File: src/rtl/cdad_pkg.sv
// Shared types, codes and calendar helper functions for the date adder.
package cdad_pkg;

  localparam int unsigned YearW = 14;
  localparam int unsigned MonthW = 4;
  localparam int unsigned DomW = 5;
  localparam int unsigned OffW = 17;
  localparam int unsigned DayW = 18;
  localparam int unsigned CycW = 9;

  localparam logic [YearW-1:0] TopYear = 14'd9999;
  localparam logic [MonthW-1:0] LastMonth = 4'd12;
  localparam logic [MonthW-1:0] FirstMonth = 4'd1;
  localparam logic [CycW-1:0] CycLast = 9'd399;
  localparam logic [YearW-1:0] CycLen = 14'd400;

  typedef enum logic [1:0] {
    STAT_OK       = 2'd0,
    STAT_BAD_DATE = 2'd1,
    STAT_SAT      = 2'd2
  } status_e;

  typedef enum logic [2:0] {
    ST_IDLE,
    ST_MOD,
    ST_CHECK,
    ST_WALK,
    ST_DONE
  } state_e;

  // Working date: day is signed and may lie far outside the month.
  typedef struct packed {
    logic [YearW-1:0]        year;
    logic [MonthW-1:0]       month;
    logic signed [DayW-1:0]  day;
    logic [CycW-1:0]         cyc;   // year modulo 400
  } walk_t;

  typedef struct packed {
    walk_t nxt;
    logic  fin;   // day already within the month
    logic  sat;   // walk ran past an end of the year range
  } step_t;

  function automatic logic is_leap(input logic [1:0] year_lo, input logic [CycW-1:0] cyc);
    logic century;
    century = (cyc == 9'd0) || (cyc == 9'd100) || (cyc == 9'd200) || (cyc == 9'd300);
    return (year_lo == 2'd0) && (!century || (cyc == 9'd0));
  endfunction

  function automatic logic [DomW-1:0] month_len(input logic [MonthW-1:0] month,
                                                input logic leap);
    logic [DomW-1:0] len;
    unique case (month) inside
      4'd2:                                  len = leap ? 5'd29 : 5'd28;
      4'd4, 4'd6, 4'd9, 4'd11:               len = 5'd30;
      4'd1, 4'd3, 4'd5, 4'd7, 4'd8, 4'd10,
      4'd12:                                 len = 5'd31;
      default:                               len = 5'd0;
    endcase
    return len;
  endfunction

endpackage

File: src/rtl/cdad_step_unit.sv
// One month step of the date walk: month length, compare and the shared day adder.
module cdad_step_unit (
  input  cdad_pkg::walk_t                   cur_i,
  input  logic [cdad_pkg::YearW-1:0]        min_year_i,
  output cdad_pkg::step_t                   step_o
);

  logic                               leap;
  logic [cdad_pkg::DomW-1:0]          len_cur;
  logic [cdad_pkg::DomW-1:0]          len_prev;
  logic signed [cdad_pkg::DayW-1:0]   len_cur_s;
  logic signed [cdad_pkg::DayW-1:0]   addend;
  logic signed [cdad_pkg::DayW-1:0]   day_sum;
  logic                               fwd;
  logic                               bwd;
  logic [cdad_pkg::MonthW-1:0]        month_dn;

  assign leap      = cdad_pkg::is_leap(cur_i.year[1:0], cur_i.cyc);
  assign len_cur   = cdad_pkg::month_len(cur_i.month, leap);
  assign len_cur_s = $signed({{(cdad_pkg::DayW-cdad_pkg::DomW){1'b0}}, len_cur});
  assign fwd       = cur_i.day > len_cur_s;
  assign bwd       = cur_i.day < $signed(18'sd1);

  // Stepping back across a year end always lands in December, whose length
  // does not depend on the leap rule, so the current year's flag serves.
  assign month_dn = (cur_i.month <= cdad_pkg::FirstMonth) ? cdad_pkg::LastMonth
                                                           : cur_i.month - 4'd1;
  assign len_prev = cdad_pkg::month_len(month_dn, leap);

  assign addend  = fwd ? -len_cur_s
                       : $signed({{(cdad_pkg::DayW-cdad_pkg::DomW){1'b0}}, len_prev});
  assign day_sum = cur_i.day + addend;

  always_comb begin
    step_o.nxt = cur_i;
    step_o.fin = !fwd && !bwd;
    step_o.sat = 1'b0;
    if (fwd) begin
      step_o.nxt.day = day_sum;
      if (cur_i.month >= cdad_pkg::LastMonth) begin
        if (cur_i.year >= cdad_pkg::TopYear) begin
          step_o.sat       = 1'b1;
          step_o.nxt.year  = cdad_pkg::TopYear;
          step_o.nxt.month = cdad_pkg::LastMonth;
          step_o.nxt.day   = 18'sd31;
        end else begin
          step_o.nxt.month = cdad_pkg::FirstMonth;
          step_o.nxt.year  = cur_i.year + 14'd1;
          step_o.nxt.cyc   = (cur_i.cyc == cdad_pkg::CycLast) ? 9'd0 : cur_i.cyc + 9'd1;
        end
      end else begin
        step_o.nxt.month = cur_i.month + 4'd1;
      end
    end else if (bwd) begin
      step_o.nxt.day   = day_sum;
      step_o.nxt.month = month_dn;
      if (cur_i.month <= cdad_pkg::FirstMonth) begin
        if (cur_i.year <= min_year_i) begin
          step_o.sat       = 1'b1;
          step_o.nxt.year  = min_year_i;
          step_o.nxt.month = cdad_pkg::FirstMonth;
          step_o.nxt.day   = 18'sd1;
        end else begin
          step_o.nxt.year = cur_i.year - 14'd1;
          step_o.nxt.cyc  = (cur_i.cyc == 9'd0) ? cdad_pkg::CycLast : cur_i.cyc - 9'd1;
        end
      end
    end
  end

endmodule

File: src/rtl/calendar_date_add_days.sv
// Top level of the Gregorian date adder: stream ports, sequencer and result register.
//
// Adds a signed day offset to a Gregorian date, one word at a time. A word is
// taken only while the sequencer is idle; it then reduces the start year
// modulo 400 by repeated subtraction, checks the date, and walks the day
// count one month per cycle through the shared step unit, which carries or
// borrows a whole month length each time. The result sits in an output
// register, so a new word is accepted while the previous result still waits
// on the master side.
// Status 1 marks an invalid start date (year outside MIN_YEAR..9999, month
// outside 1..12 or day outside the month) and gives zero date fields; status
// 2 marks a walk that ran past 9999-12-31 or before MIN_YEAR-01-01, in which
// case the date saturates to that end.
module calendar_date_add_days #(
  parameter int unsigned MIN_YEAR = 1900
) (
  input  logic        clk_i,
  input  logic        rst_ni,
  input  logic        s_axis_tvalid,
  output logic        s_axis_tready,
  // start_year[13:0], start_month[17:14], start_day[22:18], day_offset[39:23]
  input  logic [39:0] s_axis_tdata,
  output logic        m_axis_tvalid,
  input  logic        m_axis_tready,
  // result_year[13:0], result_month[17:14], result_day[22:18], status[24:23], zeros
  output logic [31:0] m_axis_tdata
);

  localparam logic [cdad_pkg::YearW-1:0] MinYearC = cdad_pkg::YearW'(MIN_YEAR);

  cdad_pkg::state_e state_q, state_d;

  cdad_pkg::walk_t                  walk_q, walk_d;
  logic [cdad_pkg::YearW-1:0]       rem_q, rem_d;
  logic [cdad_pkg::DomW-1:0]        dom_q, dom_d;
  logic [cdad_pkg::OffW-1:0]        off_q, off_d;
  cdad_pkg::status_e                stat_q, stat_d;

  logic                             out_vld_q, out_vld_d;
  logic [cdad_pkg::YearW-1:0]       res_year_q, res_year_d;
  logic [cdad_pkg::MonthW-1:0]      res_month_q, res_month_d;
  logic [cdad_pkg::DomW-1:0]        res_day_q, res_day_d;
  cdad_pkg::status_e                res_stat_q, res_stat_d;

  cdad_pkg::step_t                  step;
  logic                             in_take;
  logic                             out_free;
  logic                             mod_done;
  logic                             date_bad;
  logic [cdad_pkg::DomW-1:0]        start_len;

  cdad_step_unit u_step (
    .cur_i      (walk_q),
    .min_year_i (MinYearC),
    .step_o     (step)
  );

  assign in_take  = s_axis_tvalid && s_axis_tready;
  assign out_free = !out_vld_q || m_axis_tready;
  assign mod_done = rem_q < cdad_pkg::CycLen;

  // Once the remainder is known the leap rule, and with it the month length,
  // can be applied to the start date.
  assign start_len = cdad_pkg::month_len(walk_q.month,
                                         cdad_pkg::is_leap(walk_q.year[1:0], rem_q[8:0]));
  assign date_bad  = (walk_q.year < MinYearC) || (walk_q.year > cdad_pkg::TopYear) ||
                     (dom_q == 5'd0) || (dom_q > start_len);

  // Next state.
  always_comb begin
    state_d = state_q;
    unique case (state_q)
      cdad_pkg::ST_IDLE:  if (in_take) state_d = cdad_pkg::ST_MOD;
      cdad_pkg::ST_MOD:   if (mod_done) state_d = cdad_pkg::ST_CHECK;
      cdad_pkg::ST_CHECK: state_d = date_bad ? cdad_pkg::ST_DONE : cdad_pkg::ST_WALK;
      cdad_pkg::ST_WALK:  if (step.fin || step.sat) state_d = cdad_pkg::ST_DONE;
      cdad_pkg::ST_DONE:  if (out_free) state_d = cdad_pkg::ST_IDLE;
      default:            state_d = cdad_pkg::ST_IDLE;
    endcase
  end

  // Sequencer outputs and datapath updates.
  always_comb begin
    s_axis_tready = 1'b0;
    walk_d        = walk_q;
    rem_d         = rem_q;
    dom_d         = dom_q;
    off_d         = off_q;
    stat_d        = stat_q;
    out_vld_d     = out_vld_q && !m_axis_tready;
    res_year_d    = res_year_q;
    res_month_d   = res_month_q;
    res_day_d     = res_day_q;
    res_stat_d    = res_stat_q;
    unique case (state_q)
      cdad_pkg::ST_IDLE: begin
        s_axis_tready = 1'b1;
        walk_d.year   = s_axis_tdata[13:0];
        walk_d.month  = s_axis_tdata[17:14];
        dom_d         = s_axis_tdata[22:18];
        off_d         = s_axis_tdata[39:23];
        rem_d         = s_axis_tdata[13:0];
        stat_d        = cdad_pkg::STAT_OK;
      end
      cdad_pkg::ST_MOD: begin
        if (!mod_done) begin
          rem_d = rem_q - cdad_pkg::CycLen;
        end
      end
      cdad_pkg::ST_CHECK: begin
        walk_d.cyc = rem_q[8:0];
        walk_d.day = $signed({{(cdad_pkg::DayW-cdad_pkg::DomW){1'b0}}, dom_q}) +
                     $signed({off_q[cdad_pkg::OffW-1], off_q});
        if (date_bad) begin
          stat_d = cdad_pkg::STAT_BAD_DATE;
        end
      end
      cdad_pkg::ST_WALK: begin
        walk_d = step.nxt;
        if (step.sat) begin
          stat_d = cdad_pkg::STAT_SAT;
        end
      end
      cdad_pkg::ST_DONE: begin
        if (out_free) begin
          out_vld_d  = 1'b1;
          res_stat_d = stat_q;
          if (stat_q == cdad_pkg::STAT_BAD_DATE) begin
            res_year_d  = '0;
            res_month_d = '0;
            res_day_d   = '0;
          end else begin
            res_year_d  = walk_q.year;
            res_month_d = walk_q.month;
            res_day_d   = walk_q.day[cdad_pkg::DomW-1:0];
          end
        end
      end
      default: ;
    endcase
  end

  always_ff @(posedge clk_i or negedge rst_ni) begin
    if (!rst_ni) begin
      state_q   <= cdad_pkg::ST_IDLE;
      out_vld_q <= 1'b0;
    end else begin
      state_q   <= state_d;
      out_vld_q <= out_vld_d;
    end
  end

  always_ff @(posedge clk_i) begin
    walk_q      <= walk_d;
    rem_q       <= rem_d;
    dom_q       <= dom_d;
    off_q       <= off_d;
    stat_q      <= stat_d;
    res_year_q  <= res_year_d;
    res_month_q <= res_month_d;
    res_day_q   <= res_day_d;
    res_stat_q  <= res_stat_d;
  end

  assign m_axis_tvalid = out_vld_q;
  assign m_axis_tdata  = {7'd0, res_stat_q, res_day_q, res_month_q, res_year_q};

endmodule
File: config.mk
export PLATFORM = sky130hd
export DESIGN_NAME = calendar_date_add_days
export DESIGN_NICKNAME = d
export VERILOG_FILES = /design/src/rtl/cdad_pkg.sv /design/src/rtl/cdad_step_unit.sv /design/src/rtl/calendar_date_add_days.sv
export SDC_FILE = /design/constraint.sdc
export NUM_CORES = 1
export LEC_CHECK = 0
export ABC_AREA = 0
export BUFFER_PORTS_ARGS = -buffer_cell sky130_fd_sc_hd__buf_2
export CORE_ASPECT_RATIO = 2
export CORE_MARGIN = 1
export CORE_UTILIZATION = 54
export CTS_CLUSTER_DIAMETER = 30
export DETAILED_ROUTE_END_ITERATION = 6
export GPL_TIMING_DRIVEN = 0
export HOLD_SLACK_MARGIN = 0.12
export PLACE_DENSITY = 0.77
export SYNTH_ARGS = -nofsm -noshare
export SYNTH_HDL_FRONTEND = slang
export SYNTH_SLANG_ARGS = --single-unit
File: constraint.sdc
create_clock -name clk_i -period 5.3 [get_ports clk_i]
set_clock_uncertainty 0.15 [all_clocks]
set_input_delay 1.325 -clock clk_i [delete_from_list [all_inputs] [get_ports clk_i]]
set_output_delay 1.325 -clock clk_i [all_outputs]
set_load 0.05 [all_outputs]
# [Word level (Yosys, flattened, before mapping)]
# Cells that the tools add are included.
[totals] reg_bits=112 latch_bits=0 ram_bits=0 romBits=0 input_bits=44 output_inout_bits=34 elab_cells=170 mem_count=0
[classes] add_sub_neg=10 multipliers=0 n_div=0 magnitude_cmp=10 eq_ne=48 shift=0 mux=43 bitwise_logic=0 n_reduce_logical=45
[op_table] operator="$mux W45" n=3
[op_table] operator="$mux W18" n=3
[op_table] operator="$pmux W27 S2" n=1
[op_table] operator="$pmux W5 S3" n=3
[op_table] operator="$mux W14" n=3
[op_table] operator="$eq A4 B4 Y1 const B" n=10
[op_table] operator="$mux W9" n=4
[op_table] operator="$pmux W18 S2" n=1
[op_table] operator="$eq A4 B3 Y1 const B" n=8
[op_table] operator="$pmux W14 S2" n=1
[op_table] operator="$eq A9 B9 Y1 const B" n=3
[op_table] operator="$mux W27" n=1
[op_table] operator="$mux W22" n=1
[op_table] operator="$add A18 B18 Y18" n=1
[op_table] operator="$add A6 B17 Y18" n=1
[op_table] operator="$eq A9 B7 Y1 const B" n=2
[op_table] operator="$eq A9 B8 Y1 const B" n=2
[op_table] operator="$gt A18 B6 Y1" n=1
[op_table] operator="$logic_not A9 Y1" n=2
[op_table] operator="$lt A18 B2 Y1 const B" n=1
[op_table] operator="$neg A5 Y18" n=1
[op_table] operator="$eq A4 B2 Y1 const B" n=4
[op_table] operator="$mux W3" n=5
[op_table] operator="$pmux W3 S5" n=1
[op_table] operator="42 further kinds" n=93

# [Depth between registers and ports, before layout]
# Gate-level depths: netlist of the first run.
[logic_depth] ltp_word=17 ltp_mapped=25 ltp_nobuf=22

# [Cells and area by module]
# From an unflattened synthesis of the first run, not the netlist that was laid out.
[unflattened] hier_cells=1018 area_unflattened_um2=8864.8
[by_module_without_submodules] mod="calendar_date_add_days" instances=1 cells_per_inst=455 area_per_inst_um2=5243.8 seq_area_each_um2=3343.2
[by_module_without_submodules] mod="cdad_step_unit" instances=1 cells_per_inst=563 area_per_inst_um2=3621.0 seq_area_each_um2=0.0

# [Least setup slack after synthesis of the first run]
# Ideal clock, no wire load.
[synth_timing] path_kind="reg-to-reg" startpoint="register walk_q[6] (netlist bit)" endpoint="register walk_q[25] (netlist bit) (data pin)" arrival_ns=5.422 path_slack_ns=-0.540 path_stages_with_launch=24 synth_period_minus_slack_ns=5.840 cell_sequence="edfxtp_1 > clkbuf_1 > or3b_2 > a211oi_1 > a31oi_1 > o31a_1 > a31oi_1 > inv_1 > ha_1 > nand2_1 > o2111ai_1 > a21bo_2 > a31oi_1 > buf_2 > clkbuf_1 > and2_1 > ha_1 > a21o_1 > a2111oi_0 > a21bo_2 > a41oi_1 > o21ai_0 > xnor2_1 > o22ai_1"
[synth_rtl] element="start, declared" line_no="calendar_date_add_days.sv:33" rtl="cdad_pkg::walk_t walk_q, walk_d;"
[synth_rtl] element="start signal, assigned" line_no="calendar_date_add_days.sv:154" rtl="walk_q <= walk_d;"

==> metrics.txt, run 1 <==
Post-synth ARST share 3.571%; RSZ-0062 raised after global routing yes; largest net degree at the start of global routing 26; worst-path maximum fanout 12; ANT nets after route 0; first-pass GRT wire length 34,010 um; final period utilization 99.43%; hold slack 0.3034 ns; Synth Instances 798; wire per inst 20.58 um; Post-synth EDFFs 108; Synth area leaders edfxtp_1, ha_1, xnor2_1, nand2_1, a21oi_1; final hold violation count 0; Die H 169.8 um; R2R Setup Slk 0.03 ns; unique cell type count in the Yosys netlist 75; final wirelength 22,600 um; number of global-route vias before repair 6,804; Yosys top cell area share 42.65%; vias post-DR 6,818; Yosys top cell by area edfxtp_1; row count 61; Place WS -1.231 ns; antenna violations before repair 1; Final setup viols 0; Area Growth Syn to Fin 17.32%; crit path DAT 5.21 ns; Placed Area 0.008310 sq mm; Clock Sink Count 112; CP Buf/Inv Count 1; DP HPWL 17,200 um; crit path cell chain or3b_4 -> a211oi_2 -> a31oi_2 -> o31a_1 -> a31oi_4 -> inv_2 -> ha_4 -> nand2_4 -> o2111ai_2 -> a21bo_2 -> a31o_4 -> o221ai_1 -> o21ai_0 -> ha_1 -> fa_2 -> a21oi_2 -> o21ai_0 -> a21bo_2 -> a41oi_2 -> o21ai_1 -> xnor2_1 -> o22ai_1; Critical Path Start Type flop; kind of critical path reg2reg; status finished, final reports clean; share of cells above drive strength 1 18.83%; root buf cell clkbuf_16; DR vias/cell 6.209; Initial Util 55.05%; Die Wd 85.92 um; DRC viols 0; MaxCap Viol Count 0; Setup crit end kind flop; PnR worst setup slack 0.03025 ns; crit-path leading delay family compound AO/OA/AOI/OAI gates; slowest cell delay on critical path 0.44 ns; Fmax 189.8 MHz; TritonCTS Buffers 9; H-tree Lvls 3; post-route cell area 0.008922 sq mm; die area 0.01459 sq mm; Port-buffer cells 70; drt pass-1 iters 5; Yosys warning total 0; mapped cell area 0.007605 sq mm; GP Congestion 0.9775; clk buf depth 2; Slew HR 21.60%; All-Layer GR Usage 31.69%; Yosys reg bits 112; I/O Pins 78; # nets final 989; Req. time, crit path 5.24 ns; Main synth FF type edfxtp_1; DR iter-0 viols 470; register area share after synthesis 43.96%; post-synthesis average cell area 9.530 sq um; fin. max-slew vios 0; CTS tree yes; Hold Crit Class reg2reg; Worst-Skew Late Latency 0.38 ns; Slowest cell on crit path edfxtp_1; Tmin final 5.270 ns; GRT overflow 0; Core Region 0.01381 sq mm; CTS Hold Bufs 0; Clock Pin Slew Worst Setup and Hold Paths 0.07 ns; Worst Tran Pin Value 1.176 ns
logic make-up after synthesis:
kind of cell / count (synthesis) / synth area share (%)
and+or+nand+nor: 294 / 19.71
buffers and inverters: 81 / 4.705
AOI/OAI and AO/OA: 208 / 17.51
adders and majority gates: 42 / 7.108
DFF: 112 / 43.96
muxes: 2 / 0.2797
xor gates and xnor gates: 58 / 6.680
other: 1 / 0.04931
sequential cells by signal, summed over array words and instances, names as in the netlist:
| signal | count |
|---|---|
| res_year_q | 14 |
| res_stat_q | 2 |
| res_day_q | 5 |
| m_axis_tvalid | 1 |
| walk_q | 45 |
| state_q | 3 |
| dom_q | 5 |
| rem_q | 14 |
| off_q | 17 |
| stat_q | 2 |
| res_month_q | 4 |
layout make-up:
cell class / instances / area (sq um)
well taps: 189 / 236.5
repair buffers: 94 / 570.5
diodes: 1 / 2.502
plain buffers: 45 / 227.7
fillers: 1144 / 4892
clock inverters: 6 / 45.04
inverters: 29 / 108.9
multi-input cells: 612 / 4159
clock buffers: 10 / 229.0
flip-flops and latches: 112 / 3343
per-layer routing:
layer | vias to the layer above | wire length, um | GRT usage, % | share of wire [%]
li1 | 3143 | - | - | -
met1 | 3184 | 6971 | 26.69 | 31
met2 | 339 | 11990 | 58.01 | 53
met3 | 152 | 1146 | 5.529 | 5.1
met4 | 0 | 2486 | 33.19 | 11
met5 | - | 0 | 0 | 0
cells in the final DEF (no fill, tap or decap), types with 7 or more instances in the layout:
cell type and count:
a21o_1 8, a21oi_1 45, a31oi_1 13, and2_1 27
and3_1 13, buf_2 73, buf_4 24, buf_6 8
clkbuf_1 32, clkbuf_16 9, conb_1 7, edfxtp_1 108
ha_1 37, inv_1 27, nand2_1 73, nand3_1 26
nand3b_1 7, nor2_1 64, nor2b_1 8, nor3_1 26
o21ai_0 42, o22ai_1 17, xnor2_1 32, xor2_1 26
cell usage after synthesis, types with 3 or more instances:
cell type    n
dfrtp_1      4
nor4_1       6
and2_1      28
nand3b_1     7
a221oi_1     5
o31ai_1      6
edfxtp_1   108
a311oi_1     5
o22ai_1     17
inv_1       28
buf_2        4
buf_6        3
nor2b_1      9
or3_1        5
or2_2        4
nand2_1     74
nor3_1      28
a21oi_1     51
o31a_1       3
and3_1      13
a31oi_1     16
nor2_1      64
nor3b_1      4
o21ai_0     47
nand2b_1     6
a21o_1       9
a211o_1      3
buf_4        7
nand3_1     26
nand4_1      3
xnor2_1     32
ha_1        40
o211ai_1     4
a211oi_1     7
xor2_1      26
clkbuf_1    37
o21bai_1     6
a2111oi_0    3
final timing paths:
| path | from | endpoint | cells past startpoint |
|---|---|---|---|
| worst min register to register | stat_q[1]$_DFFE_PP_ | res_stat_q[1]$_DFFE_PP_ | 0 |
| max in group asynchronous | rst_ni | state_q[0]$_DFFE_PN0P_ | 1 |
| worst min-delay path | stat_q[1]$_DFFE_PP_ | res_stat_q[1]$_DFFE_PP_ | 0 |
| min in group asynchronous | rst_ni | m_axis_tvalid$_DFF_PN0_ | 1 |
| worst max-delay path | walk_q[3]$_DFFE_PP_ | walk_q[25]$_DFFE_PP_ | 22 |
| worst max register to register | walk_q[3]$_DFFE_PP_ | walk_q[25]$_DFFE_PP_ | 22 |
stage by stage:
step	instances	TNS, ns	utilization [%]
2_1_floorplan	804	-0.05484	-
3_3_place_gp	1063	-32.16	59.70
3_5_place_dp	1066	-10.92	60.16
4_1_cts	1092	-0.009509	64.04
5_1_grt	1097	-0.5526	64.57
6_report	1098	0	64.59
repair_timing:
action / CTS / global route
setup endpoints to repair: 25 / 11
setup buffers: 14 / 6
gates resized for setup: 36 / 14
cloned: 0 / 2
pin swaps: 17 / 19
Power of run 1 is not shown: default switching activity piles up to over one toggle a cycle in this logic, so the estimate is an artifact.
==> inputs of run 2 (changes only) <==
Settings changed: CORE_UTILIZATION 54 to 40, PLACE_DENSITY 0.77 to default.
==> metrics.txt, run 2 (same netlist as run 1, synthesis figures left out) <==
Most common cell on crit path a31oi_4; Total Power 7.053 mW; PnR worst setup slack 0.04245 ns; status finished, final reports clean; switching share of power 47.51%; DR top layer met4; slowest cell delay on critical path 0.42 ns; Final setup viols 0; Hold Crit Class reg2reg; Place WS -1.137 ns; DP HPWL 17,890 um; Seq. cell area 0.003343 sq mm; largest net degree at the start of global routing 26; setup TNS 0 ns; vias post-DR 6,625; Psw 3.351 mW; Biggest register walk_q; CTS tree yes; Placed Cells 1,131; TritonCTS Buffers 9; Tmin final 5.258 ns; fill cell count 1,791; # nets final 998; CP Buf/Inv Count 4; commonest non-fill, non-tap cell in the layout edfxtp_1; GP Congestion 0.9340; Critical Path Start Type flop; Flop pwr share 26.3%; Placed Area 0.008373 sq mm; first-pass GRT wire length 34,930 um; # diodes 0; final core utilization 48.43%; drt pass-1 iters 5; Met3 Wirelength 794 um; Gate power share 64.9%; DR vias/cell 5.653; Fmax 190.2 MHz; footprint of the multi-input gates 0.004184 sq mm; Port-buffer cells 70; MaxCap Viol Count 0; reg2reg start walk_q[8]$_DFFE_PP_; Non-Filler Instances 1,172; Slew HR 20.64%; internal power 3.702 mW; Req. time, crit path 5.23 ns; R2R Setup Slk 0.04 ns; Post-Route M1 WL 7387 um; fin. max-slew vios 0; biggest regs walk_q: 45 flops, off_q: 17 flops; post-route cell area 0.009079 sq mm; Area Growth Syn to Fin 19.38%; Setup crit end kind flop; antenna violations before repair 0; max FFs per register 45; row count 71; Worst Tran Pin Value 1.190 ns; Die H 197.0 um; worst-path maximum fanout 5; final hold violation count 0; die area 0.01960 sq mm; Clock Pin Slew Worst Setup and Hold Paths 0.07 ns; ANT nets after route 0; crit-path leading delay family compound AO/OA/AOI/OAI gates; Worst Reg-to-Reg Cells 22; share of cells above drive strength 1 19.85%; P_leak 3.447 nW; Die Wd 99.50 um; Clock Sink Count 112; wire per inst 19.90 um; crit path cell chain or3b_4 -> a211oi_4 -> a31oi_4 -> o31a_1 -> a31oi_2 -> inv_1 -> ha_4 -> nand2_2 -> o2111ai_2 -> a21bo_2 -> a31oi_4 -> clkbuf_16 -> buf_6 -> o21ai_1 -> ha_1 -> nand3_1 -> o211ai_1 -> a2111oi_4 -> o41ai_2 -> buf_4 -> xnor2_2 -> o22ai_1; Initial Util 40.57%; final period utilization 99.20%; kind of critical path reg2reg; most frequent cells in the layout edfxtp_1, nand2_1, buf_2; Core Region 0.01874 sq mm; Slowest cell on crit path or3b_4; CTS Hold Bufs 0; root buf cell clkbuf_16; final wirelength 23,330 um; VDD IR max 0.3864 mV; H-tree Lvls 3; I/O Pins 78; HP Start stat_q[1]$_DFFE_PP_; worst hold path cell count 0; hold slack 0.3144 ns; Clock power frac 8.8%; number of global-route vias before repair 6,572; PD cells 776.8 mW/mm^2; Worst-Skew Late Latency 0.36 ns; clk buf depth 2; hold endpoint res_stat_q[1]$_DFFE_PP_; All-Layer GR Usage 24.21%; R2R Path End walk_q[24]$_DFFE_PP_; DR iter-0 viols 334; GRT overflow 0; crit path DAT 5.18 ns; met2 WL 13,210 um; DRC viols 0
run 2: worst max path at each step:
stage	cells past startpoint	slack [ns]	endpoint	from
after floorplan	23	-0.05	walk_q[25]$_DFFE_PP_	walk_q[3]$_DFFE_PP_
after global routing	22	-0.06	walk_q[24]$_DFFE_PP_	walk_q[8]$_DFFE_PP_
after CTS	25	0.001	walk_q[25]$_DFFE_PP_	walk_q[6]$_DFFE_PP_
after detailed placement	23	-1.14	walk_q[26]$_DFFE_PP_	walk_q[27]$_DFFE_PP_
after global placement	15	-1.15	walk_q[37]$_DFFE_PP_	walk_q[27]$_DFFE_PP_
final	22	0.04	walk_q[24]$_DFFE_PP_	walk_q[8]$_DFFE_PP_
run 2: timing repair:
| item | CTS | global route |
|---|---|---|
| setup endpoints to repair | 31 | 10 |
| resized for setup | 27 | 28 |
| setup buffers | 19 | 13 |
| cloned | 0 | 1 |
| pin swaps | 11 | 22 |
run 2: area by class of cell:
cell class	instances	area share [%]
Clock buffer	10	2.522
Inverter	29	1.199
Timing Repair Buffer	104	6.918
Multi-Input combinational cell	612	46.09
Buffer	44	2.646
Tap cell	255	3.514
Clock inverter	6	0.2894
Sequential cell	112	36.82
run 2: metal layers:
| metal | vias to the layer above | global-route usage, % |
|---|---|---|
| li1 | 3149 | - |
| met1 | 3152 | 20.56 |
| met2 | 227 | 48.12 |
| met3 | 97 | 2.979 |
| met4 | 0 | 19.83 |
| met5 | - | 0 |
run 2: worst reg2reg max path: cells and delay by family, from the launching register on:
| kind | cells | cell delay, ns |
|---|---|---|
| AOI/OAI and AO/OA | 12 | 2.60 |
| and+or+nand+nor | 3 | 0.58 |
| adders and majority gates | 2 | 0.58 |
| buffers and inverters | 4 | 0.56 |
| DFF | 1 | 0.40 |
| xor gates and xnor gates | 1 | 0.10 |
run 2: power groups by stage:
stage          combinational, mW  sequential, mW  clock [mW]
3_3_place_gp                3.82            1.85           0
3_5_place_dp                3.87            1.85           0
4_1_cts                     4.22            1.83       0.633
2_1_floorplan               2.76            1.85           0
5_1_grt                     4.95            1.90       0.658
6_report                    4.57            1.85       0.624
(Power assumes the default switching activity.)
==> inputs of run 3 (changes only) <==
Settings changed: ABC_AREA 0 to 1, SLEW_MARGIN from default to 10.
==> metrics.txt, run 3 <==
register area share after synthesis 42.15%; crit path to walk_q[21]$_DFFE_PP_; clk buf depth 2; Die H 201.1 um; unique cell type count in the Yosys netlist 51; Clock Pin Slew Worst Setup and Hold Paths 0.08 ns; H-tree Lvls 3; Worst Reg-to-Reg Cells 27; worst-path maximum fanout 10; Post-synth ARST share 3.571%; RSZ-0062 raised after global routing yes; Non-Filler Instances 1,346; fin. max-slew vios 0; commonest non-fill, non-tap cell in the layout nand2_1; MaxCap Viol Count 0; All-Layer GR Usage 24.46%; mapped cell area 0.007931 sq mm; row count 72; reg2reg start walk_q[27]$_DFFE_PP_; Req. time, crit path 5.26 ns; Fmax 198.3 MHz; Critical Path Start Type flop; post-synthesis average cell area 8.052 sq um; Placed Cells 1,325; Biggest register walk_q; max FFs per register 45; vias post-DR 7,027; Die Wd 101.6 um; Port-buffer cells 70; Hold Crit Class reg2reg; post-route cell area 0.009106 sq mm; ANT nets after route 0; drt pass-1 iters 5; final hold violation count 0; kind of critical path reg2reg; hold slack 0.3344 ns; Yosys warning total 0; largest net degree at the start of global routing 26; I/O Pins 78; CP startpoint walk_q[27]$_DFFE_PP_; footprint of the multi-input gates 0.004029 sq mm; Clock Sink Count 112; Yosys top cell by area edfxtp_1; Yosys reg bits 112; most frequent cells in the layout nand2_1, nor2_1, inv_1; CTS tree yes; final wirelength 23,960 um; Synth Instances 985; share of cells above drive strength 1 15.29%; R2R Setup Slk 0.26 ns; DR vias/cell 5.221; TritonCTS Buffers 9; wire per inst 17.80 um; R2R Path End walk_q[21]$_DFFE_PP_; DR iter-0 viols 406; Yosys top cell area share 40.89%; # nets final 1,167; Placed Area 0.008708 sq mm; Tmin final 5.044 ns; status finished, final reports clean; die area 0.02043 sq mm; final period utilization 95.17%; Synth area leaders edfxtp_1, nand2_1, ha_1, nor2_1, inv_1; root buf cell clkbuf_16; Setup crit end kind flop; Slowest cell on crit path edfxtp_1; fill cell count 1,939; Worst-Skew Late Latency 0.37 ns; Area Growth Syn to Fin 14.81%; DP HPWL 19,670 um; synth cell count leaders nand2_1, nor2_1, inv_1; antenna violations before repair 1; Final setup viols 0; slowest cell delay on critical path 0.52 ns; Seq. cell area 0.003343 sq mm; Core Region 0.01937 sq mm; crit path DAT 5.01 ns; Initial Util 40.95%; Worst Tran Pin Value 0.7809 ns; number of global-route vias before repair 6,980; biggest regs walk_q: 45 flops, off_q: 17 flops; GP Congestion 0.9576; DRC viols 0; Slew HR 47.54%; Post-synth EDFFs 108; GRT overflow 0; Main synth FF type edfxtp_1; first-pass GRT wire length 36,470 um; top-count cell post-synth nand2_1
[run 3: layout make-up]
class / count / share of cell area [%]
Multi-Input combinational cell: 724 / 44.24
Sequential cell: 112 / 36.71
Inverter: 125 / 5.221
Timing Repair Buffer: 80 / 4.850
Tap cell: 259 / 3.559
Clock buffer: 9 / 2.473
Buffer: 28 / 1.786
Clock inverter: 7 / 1.072
Timing Repair inverter: 1 / 0.05496
Antenna cell: 1 / 0.02748
[run 3: per-layer routing]
layer	up-vias	track usage [%]	wire, um
met3	88	2.952	732
met1	3245	21.26	7662
met4	2	24.28	2608
met2	191	45.25	12940
li1	3501	-	-
met5	-	0	14
[run 3: cell families after synthesis]
logic type / share of synthesized area [%]
AO/OA/AOI/OAI: 13.25
flip-flops: 42.15
adder cells (fa/ha/maj): 6.815
other: 0.04728
buffers and inverters: 8.061
AND/OR/NAND/NOR: 25.15
XOR/XNOR: 4.528
[run 3: repair_timing]
action	4_1_cts	5_1_grt
resized for setup	0	12
setup buffers	0	5
setup endpoints to repair	0	11
hold buffers	0	0
[run 3: worst min path at each step]
stage                                   start                 endpoint  cells after the start
final                     stat_q[1]$_DFFE_PP_  res_stat_q[1]$_DFFE_PP_                      0
after global routing      stat_q[1]$_DFFE_PP_  res_stat_q[1]$_DFFE_PP_                      0
after detailed placement  stat_q[1]$_DFFE_PP_  res_stat_q[1]$_DFFE_PP_                      0
after CTS                 stat_q[1]$_DFFE_PP_  res_stat_q[1]$_DFFE_PP_                      0
after floorplan           stat_q[0]$_DFFE_PP_  res_stat_q[0]$_DFFE_PP_                      0
after global placement    stat_q[0]$_DFFE_PP_  res_stat_q[0]$_DFFE_PP_                      0
[run 3: worst max-delay path, delay by kind of cell, from the launching register on]
family	cells	cell delay, ns
and+or+nand+nor	11	1.20
xor gates and xnor gates	1	0.21
DFF	1	0.52
AOI/OAI and AO/OA	9	1.14
adders and majority gates	4	1.23
buffers and inverters	2	0.33
[run 3: per-stage QoR]
step | utilization, % | setup TNS [ns] | setup WS [ns]
floorplan | - | 0 | 0.09315
global placement | 44.55 | -10.35 | -0.7401
detailed placement | 44.96 | 0 | 0.07504
CTS | 46.63 | 0 | 0.07071
global route | 47.00 | -0.1064 | -0.05349
finish | 47.02 | 0 | 0.2561
Power of run 3 is left out for the same reason.
